`src/design/mp2d_pkg.sv`:
```
// Shared types and constants for the streaming 2-D max-pooling core.
// No dependencies; imported by every module of the block except mp2d_vmem.
`default_nettype none

package mp2d_pkg;

   localparam int POS_W        = 14;    // signed row/column positions incl. padding
   localparam int ROW_W        = 10;    // input row counter
   localparam int IDX_W        = 11;    // output row/column index
   localparam int PLANE_W      = 16;
   localparam int HEIGHT_LIMIT = 1024;
   localparam int CSR_IDX_W    = 3;
   localparam int CSR_DATA_W   = 16;

   typedef logic signed [POS_W-1:0] pos_type;

   typedef enum logic [CSR_IDX_W-1:0] {
      REG_IN_HEIGHT     = 3'd0,
      REG_IN_WIDTH      = 3'd1,
      REG_KERNEL_SIZE   = 3'd2,
      REG_WINDOW_STRIDE = 3'd3,
      REG_PAD_AMOUNT    = 3'd4,
      REG_PLANE_COUNT   = 3'd5
   } csr_reg_type;

   // Clamped geometry, ready for the scanner
   typedef struct packed {
      pos_type            km1;      // kernel - 1
      logic [3:0]         stride;   // effective stride
      pos_type            pad;
      pos_type            h_m1;     // rows - 1
      pos_type            w_m1;     // columns - 1
      pos_type            h_lim;    // last row a window end may reach: rows - 1 + pad
      pos_type            w_lim;
      logic [PLANE_W-1:0] planes;
   } cfg_type;

   // Per-sample position flags handed from scanner to result stage
   typedef struct packed {
      logic             plane_end;
      logic             batch_end;
      logic             col_adv;
      logic [IDX_W-1:0] oh_base;
      logic [IDX_W-1:0] ow_base;
   } scan_type;

endpackage

`default_nettype wire

```
`src/design/mp2d_scan.sv`:
```
// Raster position tracking: row/column/plane counters and the window lane masks.
// Depends on mp2d_pkg.
`default_nettype none

module mp2d_scan #(
   parameter int MAX_WIDTH  = 1024,
   parameter int MAX_KERNEL = 8
) (
   input  wire logic                                       clock,
   input  wire logic                                       reset,
   input  wire mp2d_pkg::cfg_type                          cfg,
   input  wire logic                                       cfg_wr,
   input  wire logic                                       accept,
   output logic [$clog2(MAX_WIDTH)-1:0]                    col_x,
   output logic [((MAX_KERNEL > 1) ? $clog2(MAX_KERNEL) : 1)-1:0] row_lane,
   output logic [MAX_KERNEL-1:0]                           in_r,
   output logic [MAX_KERNEL-1:0]                           beg_r,
   output logic [MAX_KERNEL-1:0]                           end_r,
   output logic [MAX_KERNEL-1:0]                           in_c,
   output logic [MAX_KERNEL-1:0]                           beg_c,
   output logic [MAX_KERNEL-1:0]                           end_c,
   output mp2d_pkg::scan_type                              info
);
   import mp2d_pkg::*;

   localparam int LW = (MAX_KERNEL > 1) ? $clog2(MAX_KERNEL) : 1;
   localparam int XW = $clog2(MAX_WIDTH);

   logic [XW-1:0]      x_ff;
   logic [ROW_W-1:0]   y_ff;
   logic [PLANE_W-1:0] plane_ff;
   logic [IDX_W-1:0]   oh_ff, ow_ff;
   pos_type            rofs_ff, cofs_ff;
   logic [LW-1:0]      lane_ff;

   pos_type x_pos, y_pos, rbase, cbase;
   logic    last_col, last_row, row_adv, col_adv, batch_last;

   assign x_pos      = pos_type'(x_ff);
   assign y_pos      = pos_type'(y_ff);
   assign rbase      = rofs_ff - cfg.pad;
   assign cbase      = cofs_ff - cfg.pad;
   assign last_col   = (x_pos == cfg.w_m1);
   assign last_row   = (y_pos == cfg.h_m1);
   assign row_adv    = ((rbase + cfg.km1) == y_pos);
   assign col_adv    = ((cbase + cfg.km1) == x_pos);
   assign batch_last = ({1'b0, plane_ff} + 17'd1) >= {1'b0, cfg.planes};

   // Lane j tracks the window base + j * stride in each direction
   always_comb begin
      pos_type off, rs, re, cs, ce;
      for (int j = 0; j < MAX_KERNEL; j++) begin
         off      = pos_type'(j) * pos_type'(cfg.stride);
         rs       = rbase + off;
         re       = rs + cfg.km1;
         cs       = cbase + off;
         ce       = cs + cfg.km1;
         in_r[j]  = (re <= cfg.h_lim) && (rs <= y_pos) && (y_pos <= re);
         beg_r[j] = (y_pos == (rs[POS_W-1] ? pos_type'(0) : rs));
         end_r[j] = in_r[j] && ((y_pos == re) || last_row);
         in_c[j]  = (ce <= cfg.w_lim) && (cs <= x_pos) && (x_pos <= ce);
         beg_c[j] = (x_pos == (cs[POS_W-1] ? pos_type'(0) : cs));
         end_c[j] = in_c[j] && ((x_pos == ce) || last_col);
      end
   end

   assign col_x          = x_ff;
   assign row_lane       = lane_ff;
   assign info.plane_end = last_row && last_col;
   assign info.batch_end = last_row && last_col && batch_last;
   assign info.col_adv   = col_adv && !last_col;
   assign info.oh_base   = oh_ff;
   assign info.ow_base   = ow_ff;

   always_ff @(posedge clock) begin
      if (reset || cfg_wr) begin
         x_ff     <= '0;
         y_ff     <= '0;
         plane_ff <= '0;
         oh_ff    <= '0;
         ow_ff    <= '0;
         rofs_ff  <= '0;
         cofs_ff  <= '0;
         lane_ff  <= '0;
      end else if (accept) begin
         if (last_col) begin
            x_ff    <= '0;
            ow_ff   <= '0;
            cofs_ff <= '0;
            if (last_row) begin
               y_ff     <= '0;
               oh_ff    <= '0;
               rofs_ff  <= '0;
               lane_ff  <= '0;
               plane_ff <= batch_last ? '0 : plane_ff + 1'b1;
            end else begin
               y_ff <= y_ff + 1'b1;
               if (row_adv) begin
                  oh_ff   <= oh_ff + 1'b1;
                  rofs_ff <= rofs_ff + pos_type'(cfg.stride);
                  lane_ff <= (lane_ff == LW'(MAX_KERNEL - 1)) ? '0 : lane_ff + 1'b1;
               end
            end
         end else begin
            x_ff <= x_ff + 1'b1;
            if (col_adv) begin
               ow_ff   <= ow_ff + 1'b1;
               cofs_ff <= cofs_ff + pos_type'(cfg.stride);
            end
         end
      end
   end

endmodule

`default_nettype wire

```
`config.mk`:
```
export PLATFORM = sky130hd
export DESIGN_NAME = mp2d_scan
export DESIGN_NICKNAME = d
export VERILOG_FILES = /design/src/design/mp2d_pkg.sv /design/src/design/mp2d_scan.sv
export SDC_FILE = /design/constraint.sdc
export NUM_CORES = 2
export LEC_CHECK = 0
export BUFFER_PORTS_ARGS = -buffer_cell sky130_fd_sc_hd__buf_2
export CELL_PAD_IN_SITES_DETAIL_PLACEMENT = 0
export CELL_PAD_IN_SITES_GLOBAL_PLACEMENT = 1
export CORE_MARGIN = 5
export CORE_UTILIZATION = 52
export CTS_CLUSTER_SIZE = 14
export DETAILED_ROUTE_END_ITERATION = 12
export GPL_TIMING_DRIVEN = 0
export PLACE_DENSITY_LB_ADDON = 0.12
export SLEW_MARGIN = 20
export SYNTH_ARGS = -nofsm -noshare
export SYNTH_HDL_FRONTEND = slang
export SYNTH_SLANG_ARGS = --single-unit
export TNS_END_PERCENT = 10
```
`constraint.sdc`:
```
create_clock -name clock -period 27.4 [get_ports clock]
set_input_delay 5.48 -clock clock [delete_from_list [all_inputs] [get_ports clock]]
set_output_delay 5.48 -clock clock [all_outputs]
set_load 0.03 [all_outputs]
```
### Yosys cells after proc, flatten, opt, wreduce, memory -nomap -nowiden

Cells that the tools add are included.

| operators by class | value |
|---|---|
| add/subtract/negate cells | 41 |
| multiply operators | 4 |
| order comparisons | 49 |
| equal/unequal tests | 37 |
| multiplexer cells | 30 |
| reductions and logical operators | 75 |

Operator list:

| cell | count |
|---|---|
| == test 11 x 14 -> 1 bit | 18 |
| adder 14 bit | 16 |
| <= comparator 11 x 14 -> 1 bit | 16 |
| <= comparator 14 x 11 -> 1 bit | 16 |
| <= comparator 14 bit | 16 |
| == test 10 x 13 -> 1 bit | 16 |
| 2-to-1 mux 13 bit | 16 |
| adder 14 x 8 -> 14 bit | 6 |
| adder 14 x 5 -> 14 bit | 4 |
| adder 14 x 7 -> 14 bit | 4 |
| 2-to-1 mux 14 bit | 4 |
| logical AND 1 bit | 51 |
| 2-to-1 mux 11 bit | 4 |
| adder 14 x 6 -> 14 bit | 2 |
| == test 14 x 11 -> 1 bit | 2 |
| subtractor 14 bit | 2 |
| adder 11 x 1 -> 11 bit (second input constant) | 2 |
| adder 10 x 1 -> 10 bit (second input constant) | 2 |
| 2-to-1 mux 10 bit | 2 |
| adder 16 x 1 -> 17 bit (second input constant) | 1 |
| >= comparator 17 x 16 -> 1 bit | 1 |
| logical OR 1 bit | 17 |
| adder 16 x 1 -> 16 bit (second input constant) | 1 |
| 2-to-1 mux 16 bit | 1 |
| other kinds (9) | 16 |

| word-level totals | value |
|---|---|
| register bits | 89 |
| input port bits | 108 |
| output and inout bits | 86 |
| logic and storage cells | 244 |

### Depth between registers and ports, before layout

| depth | value |
|---|---|
| depth in word-level cells | 7 |
| gate-level depth with buffers | 32 |
| depth with buffers taken out | 32 |

### Worst setup path after synthesis

No wires, ideal clock.

| path | value |
|---|---|
| kind | input -> output |
| from | input cfg[72] (netlist bit) |
| to | output end_c[2] |
| arrival | 12085 ps |
| data required time | 21920 ps |
| path slack | 9835 ps |
| stages | 25 |
| path buffers | 0 |
| cells stage by stage | ha_1 -> inv_1 -> fa_1 -> xor2_1 -> ha_1 -> a21o_1 -> a21oi_1 -> nor2b_1 -> o21ai_0 -> xnor2_1 -> ha_1 -> o21a_1 -> o21ai_0 -> o21bai_1 -> a41oi_1 -> o21ai_0 -> xnor2_1 -> xnor2_1 -> ha_1 -> nand4_1 -> or4_1 -> o21ai_0 -> a31oi_1 -> a31o_2 -> a2111oi_0 |

| on the way | value |
|---|---|
| word-level cells in the longest chain between the ends | 7 |
| elaborated cells between the ends (all ways) | 11 |
| those cells by class | 3 x add/sub; 3 x order compare; 1 x eq/ne; 4 x reduce/logical |

RTL lines:

| what | line | text |
|---|---|---|
| start: declaration | mp2d_scan.sv:11 | `input wire mp2d_pkg::cfg_type cfg,` |
| subtractor 14 bit * | mp2d_scan.sv:42 | `assign cbase = cofs_ff - cfg.pad;` |
| adder 14 x 6 -> 14 bit * | mp2d_scan.sv:56 | `cs = cbase + off;` |
| adder 14 bit | mp2d_scan.sv:57 | `ce = cs + cfg.km1;` |
| <= comparator 14 bit | mp2d_scan.sv:61 | `in_c[j] = (ce <= cfg.w_lim) && (cs <= x_pos) && (x_pos <= ce);` |
| logical AND 1 bit (2 in series) | mp2d_scan.sv:61 |  |
| logical AND 1 bit * | mp2d_scan.sv:63 | `end_c[j] = in_c[j] && ((x_pos == ce) \|\| last_col);` |
| end: declaration | mp2d_scan.sv:21 | `output logic [MAX_KERNEL-1:0] end_c,` |

Mark *: on every way between the ends. The rest lies on a longest branch, timed or not.

### Worst setup path in the final report

| path | value |
|---|---|
| from | input cfg[73] (netlist bit) |
| to | output end_r[7] |

| on the way | value |
|---|---|
| word-level cells in the longest chain between the ends | 7 |
| elaborated cells between the ends (all ways) | 11 |
| those cells by class | 3 x add/sub; 3 x order compare; 1 x eq/ne; 4 x reduce/logical |

RTL lines:

| what | line | text |
|---|---|---|
| subtractor 14 bit * | mp2d_scan.sv:41 | `assign rbase = rofs_ff - cfg.pad;` |
| adder 14 x 8 -> 14 bit * | mp2d_scan.sv:54 | `rs = rbase + off;` |
| adder 14 bit | mp2d_scan.sv:55 | `re = rs + cfg.km1;` |
| <= comparator 14 bit | mp2d_scan.sv:58 | `in_r[j] = (re <= cfg.h_lim) && (rs <= y_pos) && (y_pos <= re);` |
| logical AND 1 bit (2 in series) | mp2d_scan.sv:58 |  |
| logical AND 1 bit * | mp2d_scan.sv:60 | `end_r[j] = in_r[j] && ((y_pos == re) \|\| last_row);` |
| end: declaration | mp2d_scan.sv:18 | `output logic [MAX_KERNEL-1:0] end_r,` |

Marks and branches as above.

==> results.cfg <==
[clocking]
ctsResizeCount = 0
cts_hold_buf = 0
cts.sinks = 89
clk_latency_ns = 0.37
cts-root-buf = clkbuf_16
cts_setup_buffers = 0
cts_tree = done
clk_pin_slew_ns = 0.07
htree_levels = 3
cts_buffer_depth = 2
cts-buffers-inserted = 9

[worst_setup_path]
crit_required_ns = 21.92
path_max_fanout = 13
path_common_cell = ha_1
slowest_delay_ns = 0.94
endpoint_kind = primary output
startpoint_type = input pin
cp_slowest_cell = o31ai_1
crit_type = in -> out
arrival_ns = 13.35

[power_and_ir_drop]
ir_drop_v = 0.0000438
power.density_mw_per_mm2 = 49.9
p_leak_nw = 18.3

[detailed_routing]
routed_wl_um = 159000
firstDrtPassIters = 6
ant_nets = 0
viasPerCell = 6.61
drtIter0Drc = 5175
via_count = 39913
drc = 0
wl_per_cell_um = 26.4

[global_route]
met2_usage_pct = 58.1
antenna_found_initial = 2
grt_overflow = 0
grt_pass1_wl_um = 229000
grt-busiest-layer = met2
grt_max_degree = 28
use_met1_pct = 56.0
grt_use_total_pct = 39.9
grt_pass1_vias = 35870
gr-usage-met3_pct = 10.8

[yosys]
synth_ff_type = dfxtp_1
yosysSeqAreaShare_pct = 4.89
syn_area_sq_mm = 0.0365
async_reset_ff_share_pct = 0
syn_inst = 4872
syn_nets = 5828
ys_warn_count = 0
synth-seq-cells = 89
synth_edf_count = 0
syn_area_per_cell_sq_um = 7.48
ys_types = 118

[place]
numPlacedInstances = 6017
dpl.hpwl_um = 123000
gp_congestion = 1.05
numPortBuffers = 193

[sta]
rsz0062_at_grt = false
min_period_ns = 18.83
worst_pin_slew_ns = 1.36
clock_skew_ns = 0.00905
final.setup.tns_ns = 0
maxSlewViolCount = 0
setup_viol = 0
max-slew-margin-rel_pct = 9.13
fmax_mhz = 53.1
fin_crit_sh_pct = 68.7
finalHoldViolCount = 0

[status]
status = completed

[floorplanning]
die_w_um = 275
initial_utilization_pct = 52.2
ioPinCount = 194
die-height_um = 275
dieArea_sq_mm = 0.0755
coreArea_sq_mm = 0.0698
row_count = 97

[run]
cap_violations = 0

[cells_and_area]
syn2layout_area_growth_pct = 7.44
nFillCells = 6888
layout_common_cells = ha_1 (820), inv_1 (377), a21oi_1 (363), xnor2_1 (350), nor2_1 (346)
drive_above_1_share_pct = 7.85
fin_cells = 6036
nets = 6044
layout_commonest_cell = ha_1

[min_path]
hp-class = reg -> reg
## flip-flops by register name (all words and copies together), names as in the netlist
name	cells
cofs_ff	14
plane_ff	16
y_ff	10
oh_ff	11
col_x	10
rofs_ff	14
row_lane	3
ow_ff	11
## cells in the mapped netlist, drive strengths merged, types with 11 or more instances
| cell | count | area [sq um] |
|---|---|---|
| nor4b | 15 | 146 |
| o31ai | 37 | 278 |
| and2 | 19 | 121 |
| nor3 | 130 | 688 |
| nor4 | 60 | 397 |
| or4 | 39 | 293 |
| o22ai | 12 | 75.1 |
| nor2 | 350 | 1320 |
| inv | 391 | 1470 |
| o2111ai | 13 | 120 |
| mux2i | 28 | 280 |
| nand3 | 125 | 631 |
| a21o | 220 | 1650 |
| and3 | 39 | 244 |
| a221oi | 19 | 166 |
| nand4 | 145 | 928 |
| nand2b | 60 | 375 |
| xnor2 | 358 | 3210 |
| a32oi | 11 | 96.3 |
| or2 | 40 | 250 |
| a221o | 12 | 120 |
| o21bai | 24 | 180 |
| a211oi | 52 | 410 |
| a21boi | 21 | 161 |
| and4 | 22 | 193 |
| a31o | 12 | 105 |
| xor2 | 102 | 908 |
| nand2 | 268 | 1010 |
| a2111oi | 13 | 178 |
| buf | 32 | 170 |
| or3 | 35 | 224 |
| o21ai | 296 | 1490 |
| o32ai | 11 | 96.3 |
| nor3b | 11 | 82.6 |
| o21a | 102 | 766 |
| a31oi | 47 | 294 |
| nor2b | 102 | 638 |
| a21oi | 367 | 1850 |
| dfxtp | 89 | 1780 |
| o41ai | 15 | 139 |
| o31a | 15 | 131 |
| fa | 28 | 561 |
| ha | 820 | 10300 |
| clkbuf | 82 | 308 |
| o211ai | 46 | 350 |
## per-stage QoR
step / hold WS, ns / setup WS, ns / instance area (sq um) / utilization [%] / power, mW
2_1_floorplan: 0.449 / 9.83 / 36500 / - / 1.35
3_3_place_gp: 0.459 / 7.63 / 38600 / 55.3 / 1.74
3_5_place_dp: 0.461 / 8.74 / 38800 / 55.7 / 1.77
4_1_cts: 0.481 / 8.72 / 39100 / 56.1 / 1.91
5_1_grt: 0.499 / 8.16 / 39200 / 56.1 / 2.14
6_report: 0.475 / 8.57 / 39200 / 56.1 / 1.96
## critical path: cells and delay by family
family          cells  cell delay, ns
compound gates     10            3.04
buf+inv             5            1.61
fa+ha+maj           4            1.41
simple gates        7            1.04
xor+xnor            3            0.77
## routing by layer
layer / vias up / wire length [um]
met1: 18724 / 67600
li1: 18541 / -
met2: 2231 / 63400
met5: - / 0
met4: 0 / 7610
met3: 417 / 20500
## final timing paths
kind	cells after the start	endpoint	startpoint	slack [ns]
worst max register to register	23	oh_ff[8]	rofs_ff[1]	20.20
worst min-delay path	2	oh_ff[10]	oh_ff[10]	0.48
worst min register to register	2	oh_ff[10]	oh_ff[10]	0.48
worst max-delay path	29	end_r[7]	cfg[73]	8.57
## cells by family (layout without fill, tap and decap cells)
kind of cell	count (synthesis)	in the layout	synth area share, %
flops	89	89	4.89
mux	32	32	0.902
buf+inv	514	735	5.44
fa+ha+maj	848	848	29.7
other cells	0	3	0
compound gates	1439	1439	26.3
simple gates	1487	1487	21.4
xor+xnor	463	463	11.5
## cell type report
class	instances	area [sq um]	area share, %
multi-input combinational	4269	32800	83.8
sequential	89	1790	4.56
inverter	400	1500	3.84
tap	940	1180	3.00
timing repair buffer	205	1090	2.78
buffer	114	485	1.24
clock buffer	9	225	0.575
clock inverter	7	77.6	0.198
antenna	3	7.51	0.0192
## report_power, final
group          total (mW)  switching (mW)  internal [mW]
Sequential          0.130        0.000601          0.129
Clock               0.133          0.0614         0.0716
Combinational        1.69            1.03          0.665
Note: power is estimated with default switching activity, not from simulation.
