`config.mk`:
```
export PLATFORM = sky130hd
export DESIGN_NAME = mp2d_cfg
export DESIGN_NICKNAME = d
export VERILOG_FILES = /design/src/design/mp2d_pkg.sv /design/src/design/mp2d_cfg.sv
export SDC_FILE = /design/constraint.sdc
export NUM_CORES = 1
export LEC_CHECK = 0
export BUFFER_PORTS_ARGS = -buffer_cell sky130_fd_sc_hd__buf_4
export CAP_MARGIN = 30
export CORE_MARGIN = 1
export CORE_UTILIZATION = 40
export DETAILED_ROUTE_END_ITERATION = 6
export GPL_ROUTABILITY_DRIVEN = 0
export PLACE_DENSITY = 0.67
export SYNTH_ARGS = -nofsm -noshare
export SYNTH_HDL_FRONTEND = slang
export SYNTH_SLANG_ARGS = --single-unit
```
`constraint.sdc`:
```
create_clock -name clock -period 6.1 [get_ports clock]
set_input_delay 1.22 -clock clock [delete_from_list [all_inputs] [get_ports clock]]
set_output_delay 1.22 -clock clock [all_outputs]
set_load 0.05 [all_outputs]
```
`src/design/mp2d_pkg.sv`:
```
// Shared types and constants for the streaming 2-D max-pooling core.
// No dependencies; imported by every module of the block except mp2d_vmem.
`default_nettype none

package mp2d_pkg;

   localparam int POS_W        = 14;    // signed row/column positions incl. padding
   localparam int ROW_W        = 10;    // input row counter
   localparam int IDX_W        = 11;    // output row/column index
   localparam int PLANE_W      = 16;
   localparam int HEIGHT_LIMIT = 1024;
   localparam int CSR_IDX_W    = 3;
   localparam int CSR_DATA_W   = 16;

   typedef logic signed [POS_W-1:0] pos_type;

   typedef enum logic [CSR_IDX_W-1:0] {
      REG_IN_HEIGHT     = 3'd0,
      REG_IN_WIDTH      = 3'd1,
      REG_KERNEL_SIZE   = 3'd2,
      REG_WINDOW_STRIDE = 3'd3,
      REG_PAD_AMOUNT    = 3'd4,
      REG_PLANE_COUNT   = 3'd5
   } csr_reg_type;

   // Clamped geometry, ready for the scanner
   typedef struct packed {
      pos_type            km1;      // kernel - 1
      logic [3:0]         stride;   // effective stride
      pos_type            pad;
      pos_type            h_m1;     // rows - 1
      pos_type            w_m1;     // columns - 1
      pos_type            h_lim;    // last row a window end may reach: rows - 1 + pad
      pos_type            w_lim;
      logic [PLANE_W-1:0] planes;
   } cfg_type;

   // Per-sample position flags handed from scanner to result stage
   typedef struct packed {
      logic             plane_end;
      logic             batch_end;
      logic             col_adv;
      logic [IDX_W-1:0] oh_base;
      logic [IDX_W-1:0] ow_base;
   } scan_type;

endpackage

`default_nettype wire

```
`src/design/mp2d_cfg.sv`:
```
// Configuration registers of the max-pooling core and their clamped geometry.
// Depends on mp2d_pkg.
`default_nettype none

module mp2d_cfg #(
   parameter int MAX_WIDTH  = 1024,
   parameter int MAX_KERNEL = 8
) (
   input  wire logic                              clock,
   input  wire logic                              reset,
   input  wire logic                              csr_valid,
   output logic                                   csr_ready,
   input  wire logic [mp2d_pkg::CSR_IDX_W-1:0]    csr_index,
   input  wire logic [mp2d_pkg::CSR_DATA_W-1:0]   csr_data,
   output mp2d_pkg::cfg_type                      cfg,
   output logic                                   cfg_wr
);
   import mp2d_pkg::*;

   logic [10:0] height_ff, width_ff;
   logic [3:0]  kernel_ff, stride_ff;
   logic [2:0]  pad_ff;
   logic [15:0] planes_ff;
   logic        hit;
   logic [3:0]  k_val, half_k, p_val;
   pos_type     h_pos, w_pos;

   assign csr_ready = 1'b1;

   always_comb begin
      unique case (csr_reg_type'(csr_index))
         REG_IN_HEIGHT, REG_IN_WIDTH, REG_KERNEL_SIZE,
         REG_WINDOW_STRIDE, REG_PAD_AMOUNT, REG_PLANE_COUNT: hit = 1'b1;
         default: hit = 1'b0;
      endcase
   end

   assign cfg_wr = csr_valid && hit;

   always_ff @(posedge clock) begin
      if (reset) begin
         height_ff <= 11'd1;
         width_ff  <= 11'd1;
         kernel_ff <= 4'd2;
         stride_ff <= 4'd0;
         pad_ff    <= 3'd0;
         planes_ff <= 16'd1;
      end else if (csr_valid) begin
         unique case (csr_reg_type'(csr_index))
            REG_IN_HEIGHT:     height_ff <= csr_data[10:0];
            REG_IN_WIDTH:      width_ff  <= csr_data[10:0];
            REG_KERNEL_SIZE:   kernel_ff <= csr_data[3:0];
            REG_WINDOW_STRIDE: stride_ff <= csr_data[3:0];
            REG_PAD_AMOUNT:    pad_ff    <= csr_data[2:0];
            REG_PLANE_COUNT:   planes_ff <= csr_data;
            default: ;
         endcase
      end
   end

   // Clamp sizes into their legal ranges
   always_comb begin
      if (height_ff == '0)                      h_pos = pos_type'(1);
      else if (int'(height_ff) > HEIGHT_LIMIT)  h_pos = pos_type'(HEIGHT_LIMIT);
      else                                      h_pos = pos_type'(height_ff);
      if (width_ff == '0)                       w_pos = pos_type'(1);
      else if (int'(width_ff) > MAX_WIDTH)      w_pos = pos_type'(MAX_WIDTH);
      else                                      w_pos = pos_type'(width_ff);
      if (kernel_ff == '0)                      k_val = 4'd1;
      else if (int'(kernel_ff) > MAX_KERNEL)    k_val = 4'(MAX_KERNEL);
      else                                      k_val = kernel_ff;
      half_k = k_val >> 1;
      p_val  = ({1'b0, pad_ff} > half_k) ? half_k : {1'b0, pad_ff};
   end

   assign cfg.km1    = pos_type'(k_val) - pos_type'(1);
   assign cfg.stride = (stride_ff == '0) ? k_val : stride_ff;
   assign cfg.pad    = pos_type'(p_val);
   assign cfg.h_m1   = h_pos - pos_type'(1);
   assign cfg.w_m1   = w_pos - pos_type'(1);
   assign cfg.h_lim  = h_pos - pos_type'(1) + pos_type'(p_val);
   assign cfg.w_lim  = w_pos - pos_type'(1) + pos_type'(p_val);
   assign cfg.planes = (planes_ff == '0) ? 16'd1 : planes_ff;

endmodule

`default_nettype wire

```
# After elaboration in Yosys (flattened, before gate mapping)
# Index checks and enable logic that the tools add are counted.
dict set report op_classes {
  reduce_logical 14
  n_addsub 5
  mux 10
  order_cmp 4
  n_eq_ne 5
}
# cell count
set op_table {}
lappend op_table {{$mux 11} 4}
lappend op_table {{$add 14x4->14} 2}
lappend op_table {{$sub 14x2->14 const B} 2}
lappend op_table {{$gt 11x11->1 const B} 2}
lappend op_table {{$logic_not 11->1} 2}
lappend op_table {{$logic_not 16->1} 1}
lappend op_table {{$mux 16} 1}
lappend op_table {{$mux 4} 3}
lappend op_table {{$reduce_and 2->1} 6}
lappend op_table {{$logic_not 4->1} 2}
lappend op_table {{$eq 3x2->1 const B} 2}
lappend op_table {{$eq 3x3->1 const B} 2}
lappend op_table {{$reduce_or 6->1} 1}
lappend op_table {{$sub 4x1->5 const B} 1}
lappend op_table {{$gt 4x4->1 const B} 1}
lappend op_table {{$eq 3x1->1 const B} 1}
lappend op_table {{$gt 3x3->1} 1}
lappend op_table {{$logic_not 3->1} 1}
lappend op_table {{$mux 3} 1}
lappend op_table {{$logic_and 1x1->1} 1}
lappend op_table {{$mux 1} 1}
dict set report word_totals {
  reg_bits 49
  wordCells 44
  out_inout_bits 106
}

# Logic depth before layout (Yosys ltp)
# Gate-level depths: netlist (run 1).
dict set report logic_depth {
  word_depth 6
  ltp_mapped 14
  depth_no_buf 14
}

# Worst setup path after synthesis (run 1)
# OpenSTA, ideal clock, no wires.
dict set report synth_path {
  path_kind {register to output}
  start {register width_ff[5]}
  end {output port cfg[26] in the netlist's numbering}
  n_path_buf 1
  t_arrival_ns 4.831
  setup_slack_ns 0.049
  stages_incl_launch_ff 11
  path_cell_list {dfxtp_1 nor4_4 nand2_1 nor2_1 o21ai_0 ha_1 clkbuf_1 nand2b_1 nor3_1 o21bai_1 a31o_1}
}
# element line
set synth_rtl {}
lappend synth_rtl {{start: declaration} mp2d_cfg.sv:20} ;# logic [10:0] height_ff, width_ff;
lappend synth_rtl {{start signal: assignment} mp2d_cfg.sv:51} ;# REG_IN_WIDTH: width_ff <= csr_data[10:0];
lappend synth_rtl {{end: declaration} mp2d_cfg.sv:15} ;# output mp2d_pkg::cfg_type cfg,

==> results of run 1 <==
worst max-delay path, stage by stage, from the launching register on:
cell and delay (ns):
dfxtp_1 0.35, nor2b_1 0.30, inv_1 0.08, ha_1 0.31
a21o_1 0.12, a21oi_1 0.09, a31oi_1 0.26, mux2_2 0.47
fa_1 0.48, a21oi_1 0.33, nor4_4 0.08, nand3_2 0.10
xnor2_1 0.12, buf_4 0.22
per-layer routing:
layer  vias up  track usage (%)  routed length (um)  part of all wire (%)
met5         -                0                   0                     0
met4         0             6.28                 176                   2.1
met3        10             3.48                 504                   6.1
met2       110             31.8                3770                    46
met1      1410             24.7                3770                    46
li1       1577                -                   -                     -
layout make-up:
| cell class | instances | area, um^2 |
|---|---|---|
| Multi-Input combinational cell | 345 | 2060 |
| Clock buffer | 7 | 86.3 |
| Inverter | 21 | 78.8 |
| Timing Repair Buffer | 96 | 721 |
| Sequential cell | 49 | 981 |
| Tap cell | 105 | 131 |
| Fill cell | 863 | 4110 |
stage by stage:
step | area, um^2 | utilization, % | hold slack, ns | setup WS (ns) | power (W)
after detailed placement | 3980 | 48.6 | 0.467 | 1.63 | 0.000635
final | 4060 | 49.7 | 0.482 | 1.31 | 0.000814
after global placement | 3980 | 48.6 | 0.461 | 1.73 | 0.000632
after CTS | 4060 | 49.7 | 0.484 | 1.29 | 0.000823
after global routing | 4060 | 49.7 | 0.509 | 0.959 | 0.000851
after floorplan | 3470 | - | 0.443 | 0.0491 | 0.000576
registers in the layout, summed over array words and instances (netlist names):
| signal | count |
|---|---|
| planes_ff | 16 |
| stride_ff | 4 |
| pad_ff | 3 |
| kernel_ff | 4 |
| height_ff | 11 |
| width_ff | 11 |
cells in the final DEF (no fill, tap or decap), drive strengths merged, types with 3 or more instances in the layout:
| cell type | synthesis | layout |
|---|---|---|
| nand3 | 7 | 7 |
| nand2b | 3 | 3 |
| nor3b | 3 | 3 |
| a31oi | 3 | 3 |
| mux2i | 13 | 13 |
| nand2 | 97 | 97 |
| a21boi | 3 | 3 |
| nor2 | 28 | 28 |
| xor2 | 7 | 7 |
| ha | 12 | 12 |
| nor4 | 10 | 10 |
| a21o | 8 | 8 |
| buf | 33 | 96 |
| clkbuf | 29 | 7 |
| dfxtp | 49 | 49 |
| xnor2 | 12 | 12 |
| nor2b | 5 | 5 |
| o21ai | 7 | 7 |
| o21bai | 4 | 4 |
| conb | 2 | 31 |
| a211oi | 5 | 5 |
| a21oi | 46 | 46 |
| nor3 | 11 | 11 |
| inv | 21 | 21 |
final timing paths:
path | from | to | slack (ns) | cells past startpoint
worst max register to register | height_ff[10]$_SDFFE_PP0P_ | height_ff[10]$_SDFFE_PP0P_ | 5.21 | 2
worst min register to register | planes_ff[6]$_SDFFE_PP0P_ | planes_ff[6]$_SDFFE_PP0P_ | 0.48 | 2
worst min-delay path | planes_ff[6]$_SDFFE_PP0P_ | planes_ff[6]$_SDFFE_PP0P_ | 0.48 | 2
worst max-delay path | kernel_ff[2]$_SDFFE_PP0P_ | cfg[24] | 1.31 | 13
power by group through the flow:
stage          sequential (W)  clock [W]  combinational, W
2_1_floorplan        0.000340          0          0.000236
3_3_place_gp         0.000343          0          0.000289
3_5_place_dp         0.000343          0          0.000291
4_1_cts              0.000336   0.000195          0.000292
5_1_grt              0.000337   0.000207          0.000308
6_report             0.000336   0.000188          0.000291
cells by family after synthesis:
family,synth area share [%]
AO/OA/AOI/OAI,16.1
XOR/XNOR,4.95
adder cells (fa/ha/maj),5.66
buffers and inverters,12.8
flip-flops,29.2
multiplexers,4.21
other,0.223
AND/OR/NAND/NOR,26.9
==> summary.md, run 1 <==
| Metric | Value |
|---|---|
| ANT nets after route | `0` |
| Yosys top cell by area | `dfxtp_1` |
| Post-DP HPWL | `6370 um` |
| Worst clock skew | `0 ns` |
| Final non-filler cell total | `623` |
| FP Rows | `33` |
| Fmax | `0.209 GHz` |
| Vias | `3107` |
| Initial Utilization | `41.1%` |
| Final setup fails | `0` |
| Post-CTS Setup Bufs | `0` |
| Yosys top cell area share | `29.2%` |
| Die Ht | `~94 um` |
| Maximum root-to-sink buffer count | `2` |
| Clock power share | `23.1%` |
| Worst EP arrival | `around 3.6 ns` |
| Final hold vios | `0` |
| First-pass GRT wire length | `13400 um` |
| Drt first pass iters | `4` |
| Netlist cell types | `56` |
| TritonCTS clock tree | `built` |
| Post-synth EDFFs | `0` |
| Wire per inst | `13.2 um` |
| Setup TNS | `0 ns` |
| Area of the die | `~0.0088 mm^2` |
| Combinational group share of total power | `between 30% and 40%` |
| Static power due to leakage | `~1.9 nW` |
| Clk root buf | `clkbuf_8` |
| Unrepaired setup endpoints after global routing | `false` |
| Die width | `approximately 94 um` |
| Ys Warns | `0` |
| Vias/cell | `between 4 and 5` |
| Most numerous cell in the Yosys netlist | `nand2_1` |
| Final WL | `8220 um` |
| Ys async rst share | `0%` |
| Slew @ Worst Pin | `0.980 ns` |
| Sw Pwr | `0.000320 W` |
| Worst Hold Class | `flop to flop` |
| Min Tclk post-route | `about 4.8 ns` |
| Synth Cell Area | `0.00336 mm^2` |
| Synth top area cells | `dfxtp_1, nand2_1, buf_4, a21oi_1, ha_1` |
| Number of synthesized register bits | `49` |
| Layout cells sized above 1 | `23.2%` |
| Req. time, crit path | `4.88 ns` |
| Pin count of the biggest net entering global routing | `47` |
| Port bufs | `96` |
| Net count reported at finish | `554` |
| Vias in the first global route | `2846` |
| # IOs | `128` |
| Final slew viol count | `0` |
| Initial antenna violation count | `0` |
| Syn_area_per_cell | `7.50 um^2` |
| Final period util | `78.6%` |
| PwrDens | `200 mW/mm^2` |
| Core Box Area | `0.00818 mm^2` |
| Worst-Skew Late Latency | `0.29 ns` |
| Total CTS buffers | `5` |
| ANT cells | `0` |
| Cells after Synth | `448` |
| Crit Path Category | `flop to primary output` |
| Cell Int Power | `0.000494 W` |
| GRT Total Usage | `19.1%` |
| Main flop type after synthesis | `dfxtp_1` |
| Sw Ratio | `39.3%` |
| Startpoint Class | `flop` |
| Clock-pin slew on the worst setup and hold paths | `approximately 0.080 ns` |
| Starting DRT DRC Count | `82` |
| Grt total ovfl | `0` |
| DP Cell Count | `between 600 and 700` |
| Status | `finished, final reports clean` |
| Sequential power share | `41.2%` |
| Commonest cells post-synth | `nand2_1, dfxtp_1, a21oi_1, buf_4, clkbuf_1` |
| Max H-tree Level | `2` |
| Clock sink total | `49` |
| Register area share after synthesis | `29.2%` |
| Peak supply drop | `between 0.1 and 0.15 mV` |
| Crit Path Max Fanout | `5` |
| Layout area overhead | `20.9%` |
| Post-CTS resize count | `0` |
| Max-slew headroom | `34.4%` |
| MaxCap Viol Count | `0` |
| DRC | `0` |
| Post-CTS Hold Buffers | `0` |
| Worst Setup End Kind | `primary output` |
(Power assumes the default switching activity.)
==> run 2: changes to the inputs <==
Settings changed: ABC_AREA set to 1.
Clock period 6.1 ns to 4.5 ns, I/O delays scaled along.
==> summary.md, run 2 <==
| Metric | Value |
|---|---|
| MaxCap Viol Count | `0` |
| Port bufs | `96` |
| Worst hold path endpoint | `stride_ff[1]$_SDFFE_PP0P_` |
| Drt first pass iters | `4` |
| ANT cells | `0` |
| Number of synthesized register bits | `49` |
| Yosys top cell area share | `27.4%` |
| Max FFs per register | `16` |
| Ys async rst share | `0%` |
| Starting DRT DRC Count | `~130` |
| Synth Area in Adders | `5.31%` |
| Wire per inst | `11.6 um` |
| Uppermost routed layer | `met4` |
| Setup TNS | `0 ns` |
| Net count reported at finish | `650` |
| Final WL | `8390 um` |
| Unrepaired setup endpoints after global routing | `false` |
| Vias/cell | `4.75` |
| GRT Total Usage | `between 10% and 20%` |
| ANT nets after route | `0` |
| Peak supply drop | `0.173 mV` |
| Register area share after synthesis | `27.4%` |
| Commonest cells post-synth | `nor2_1, nand2_1, inv_1, o21ai_0, dfxtp_1` |
| Post-synthesis mux area share | `0%` |
| Final setup fails | `0` |
| TritonCTS clock tree | `built` |
| Final slew viol count | `0` |
| Die Ht | `96.6 um` |
| Total CTS buffers | `5` |
| Crit Path Max Fanout | `7` |
| Req. time, crit path | `3.60 ns` |
| DP Cell Count | `715` |
| Metal2 WL | `roughly 3700 um` |
| Initial antenna violation count | `0` |
| Final Core Density | `50.4%` |
| Synth top area cells | `dfxtp_1, nor2_1, o21ai_0, nand2_1, buf_4` |
| Clk root buf | `clkbuf_8` |
| DRC | `0` |
| Startpoint Class | `flop` |
| Hold_sp | `stride_ff[1]$_SDFFE_PP0P_` |
| Worst Hold Slack | `~0.47 ns` |
| Regs by FF count | `planes_ff: 16 flops, height_ff: 11 flops, width_ff: 11 flops` |
| Pin count of the biggest net entering global routing | `28` |
| Post-DP HPWL | `6620 um` |
| Layout area overhead | `22.1%` |
| Vias | `3433` |
| # IOs | `128` |
| Worst EP arrival | `3.26 ns` |
| Synth Area in Compound Gates | `about 16%` |
| Clock sink total | `49` |
| Most numerous cell in the Yosys netlist | `nor2_1` |
| Final WS setup | `0.336 ns` |
| Min Tclk post-route | `4.16 ns` |
| PwrDens | `315 mW/mm^2` |
| Max H-tree Level | `2` |
| Met3 wire length | `459 um` |
| Worst clock skew | `0 ns` |
| FP Rows | `34` |
| DP Worst Slack | `between 0.5 and 0.6 ns` |
| Worst Hold Class | `flop to flop` |
| Commonest non-fill, non-tap cell in the layout | `buf_4` |
| Max-slew headroom | `42.7%` |
| Yosys top cell by area | `dfxtp_1` |
| Largest Register | `planes_ff` |
| Maximum root-to-sink buffer count | `2` |
| Worst reg2reg path depth | `2` |
| Post-Synth Simple-Gate Area | `28.4%` |
| Final period util | `about 90%` |
| Worst-Skew Late Latency | `0.31 ns` |
| Cells on Worst Hold Path | `2` |
| Reg2Reg Capture Point | `width_ff[10]$_SDFFE_PP0P_` |
| Worst r2r src | `width_ff[10]$_SDFFE_PP0P_` |
| Netlist cell types | `38` |
| Clock-pin slew on the worst setup and hold paths | `approximately 0.09 ns` |
| Most frequent cells in the layout | `buf_4, nor2_1, nand2_1` |
| Ys Warns | `0` |
| First-pass GRT wire length | `13800 um` |
| Final non-filler cell total | `723` |
| Vias in the first global route | `between 3k and 4k` |
| Main flop type after synthesis | `dfxtp_1` |
| Grt total ovfl | `0` |
| Fmax | `approximately 0.24 GHz` |
| Syn_area_per_cell | `6.64 um^2` |
| Initial Utilization | `about 41%` |
| Post-synth EDFFs | `0` |
| Die width | `96.6 um` |
| Crit Path Category | `flop to primary output` |
| Layout cells sized above 1 | `23.6%` |
| Core Box Area | `0.00868 mm^2` |
| Synth Cell Area | `~0.0036 mm^2` |
| Area of the die | `roughly 0.0093 mm^2` |
| Wl on met1 | `4030 um` |
| Static power due to leakage | `2.24 nW` |
| Cells after Synth | `539` |
| Final hold vios | `0` |
| XOR/XNOR share of the synthesized area | `6.15%` |
| Slew @ Worst Pin | `roughly 0.86 ns` |
| Largest family of logic cells by synthesized area | `simple AND/OR/NAND/NOR gates` |
| FF-to-FF setup slack | `3.63 ns` |
| Worst Setup End Kind | `primary output` |
| Status | `finished, final reports clean` |
run 2: worst max-delay path by stage:
stage                     cells past startpoint  slack, ns  endpoint                      start
final                                        18       0.34   cfg[38]  kernel_ff[3]$_SDFFE_PP0P_
after CTS                                    18       0.20   cfg[38]  kernel_ff[3]$_SDFFE_PP0P_
after global routing                         18       0.03   cfg[38]  kernel_ff[3]$_SDFFE_PP0P_
after global placement                       18       0.69   cfg[38]  kernel_ff[3]$_SDFFE_PP0P_
after detailed placement                     18       0.55   cfg[38]  kernel_ff[3]$_SDFFE_PP0P_
after floorplan                              14      0.001   cfg[21]   width_ff[2]$_SDFFE_PP0P_
run 2: repair_timing:
| item | in CTS | in global routing |
|---|---|---|
| hold buffers | 0 | 0 |
| buffers inserted | 0 | 0 |
| setup endpoints to repair | 0 | 12 |
| gates resized for setup | 0 | 3 |
run 2: report_power, final:
group	internal [W]	total, W	leakage, nW	switching [W]
Sequential	0.000449	0.000464	0.398	0.0000150
Combinational	0.000155	0.000592	1.78	0.000437
Clock	0.000166	0.000322	0.0543	0.000155
run 2: kinds of logic (layout without fill, tap and decap cells):
kind of cell	count (synthesis)	count (layout)
XOR/XNOR	20	20
adder cells (fa/ha/maj)	14	14
buffers and inverters	125	172
flip-flops	49	49
AO/OA/AOI/OAI	100	100
AND/OR/NAND/NOR	229	229
other	2	31
run 2: final cells by class:
cell class,count,area (um^2)
clock inverter,3,46.3
clock buffer,5,68.8
sequential,49,981
inverter,67,251
fill,891,4310
timing repair buffer,97,748
tap,108,135
multi-input combinational,394,2140
run 2: critical path, stage by stage (launching register included):
cell	delay [ns]
dfxtp_1	0.30
inv_1	0.17
nand2_2	0.15
ha_1	0.32
nand2_1	0.05
o21ai_1	0.23
nand2_1	0.20
nand2_1	0.12
o21ai_2	0.09
ha_1	0.23
fa_1	0.40
nand2_1	0.07
nand2_1	0.04
nand2_1	0.14
nor2_4	0.07
nand2_1	0.06
nand2_1	0.05
nand2_1	0.06
buf_4	0.20
run 2: layer usage:
metal	up-vias	GRT usage, %
met5	-	0
li1	1793	-
met1	1524	22.9
met3	13	3.76
met4	0	6.31
met2	103	28.1
run 2: metrics by stage:
stage | area, um^2 | total power [W]
after floorplan | 3720 | 0.000938
after global placement | 4220 | 0.00106
after detailed placement | 4250 | 0.00106
after CTS | 4360 | 0.00138
after global routing | 4370 | 0.00144
final | 4370 | 0.00138
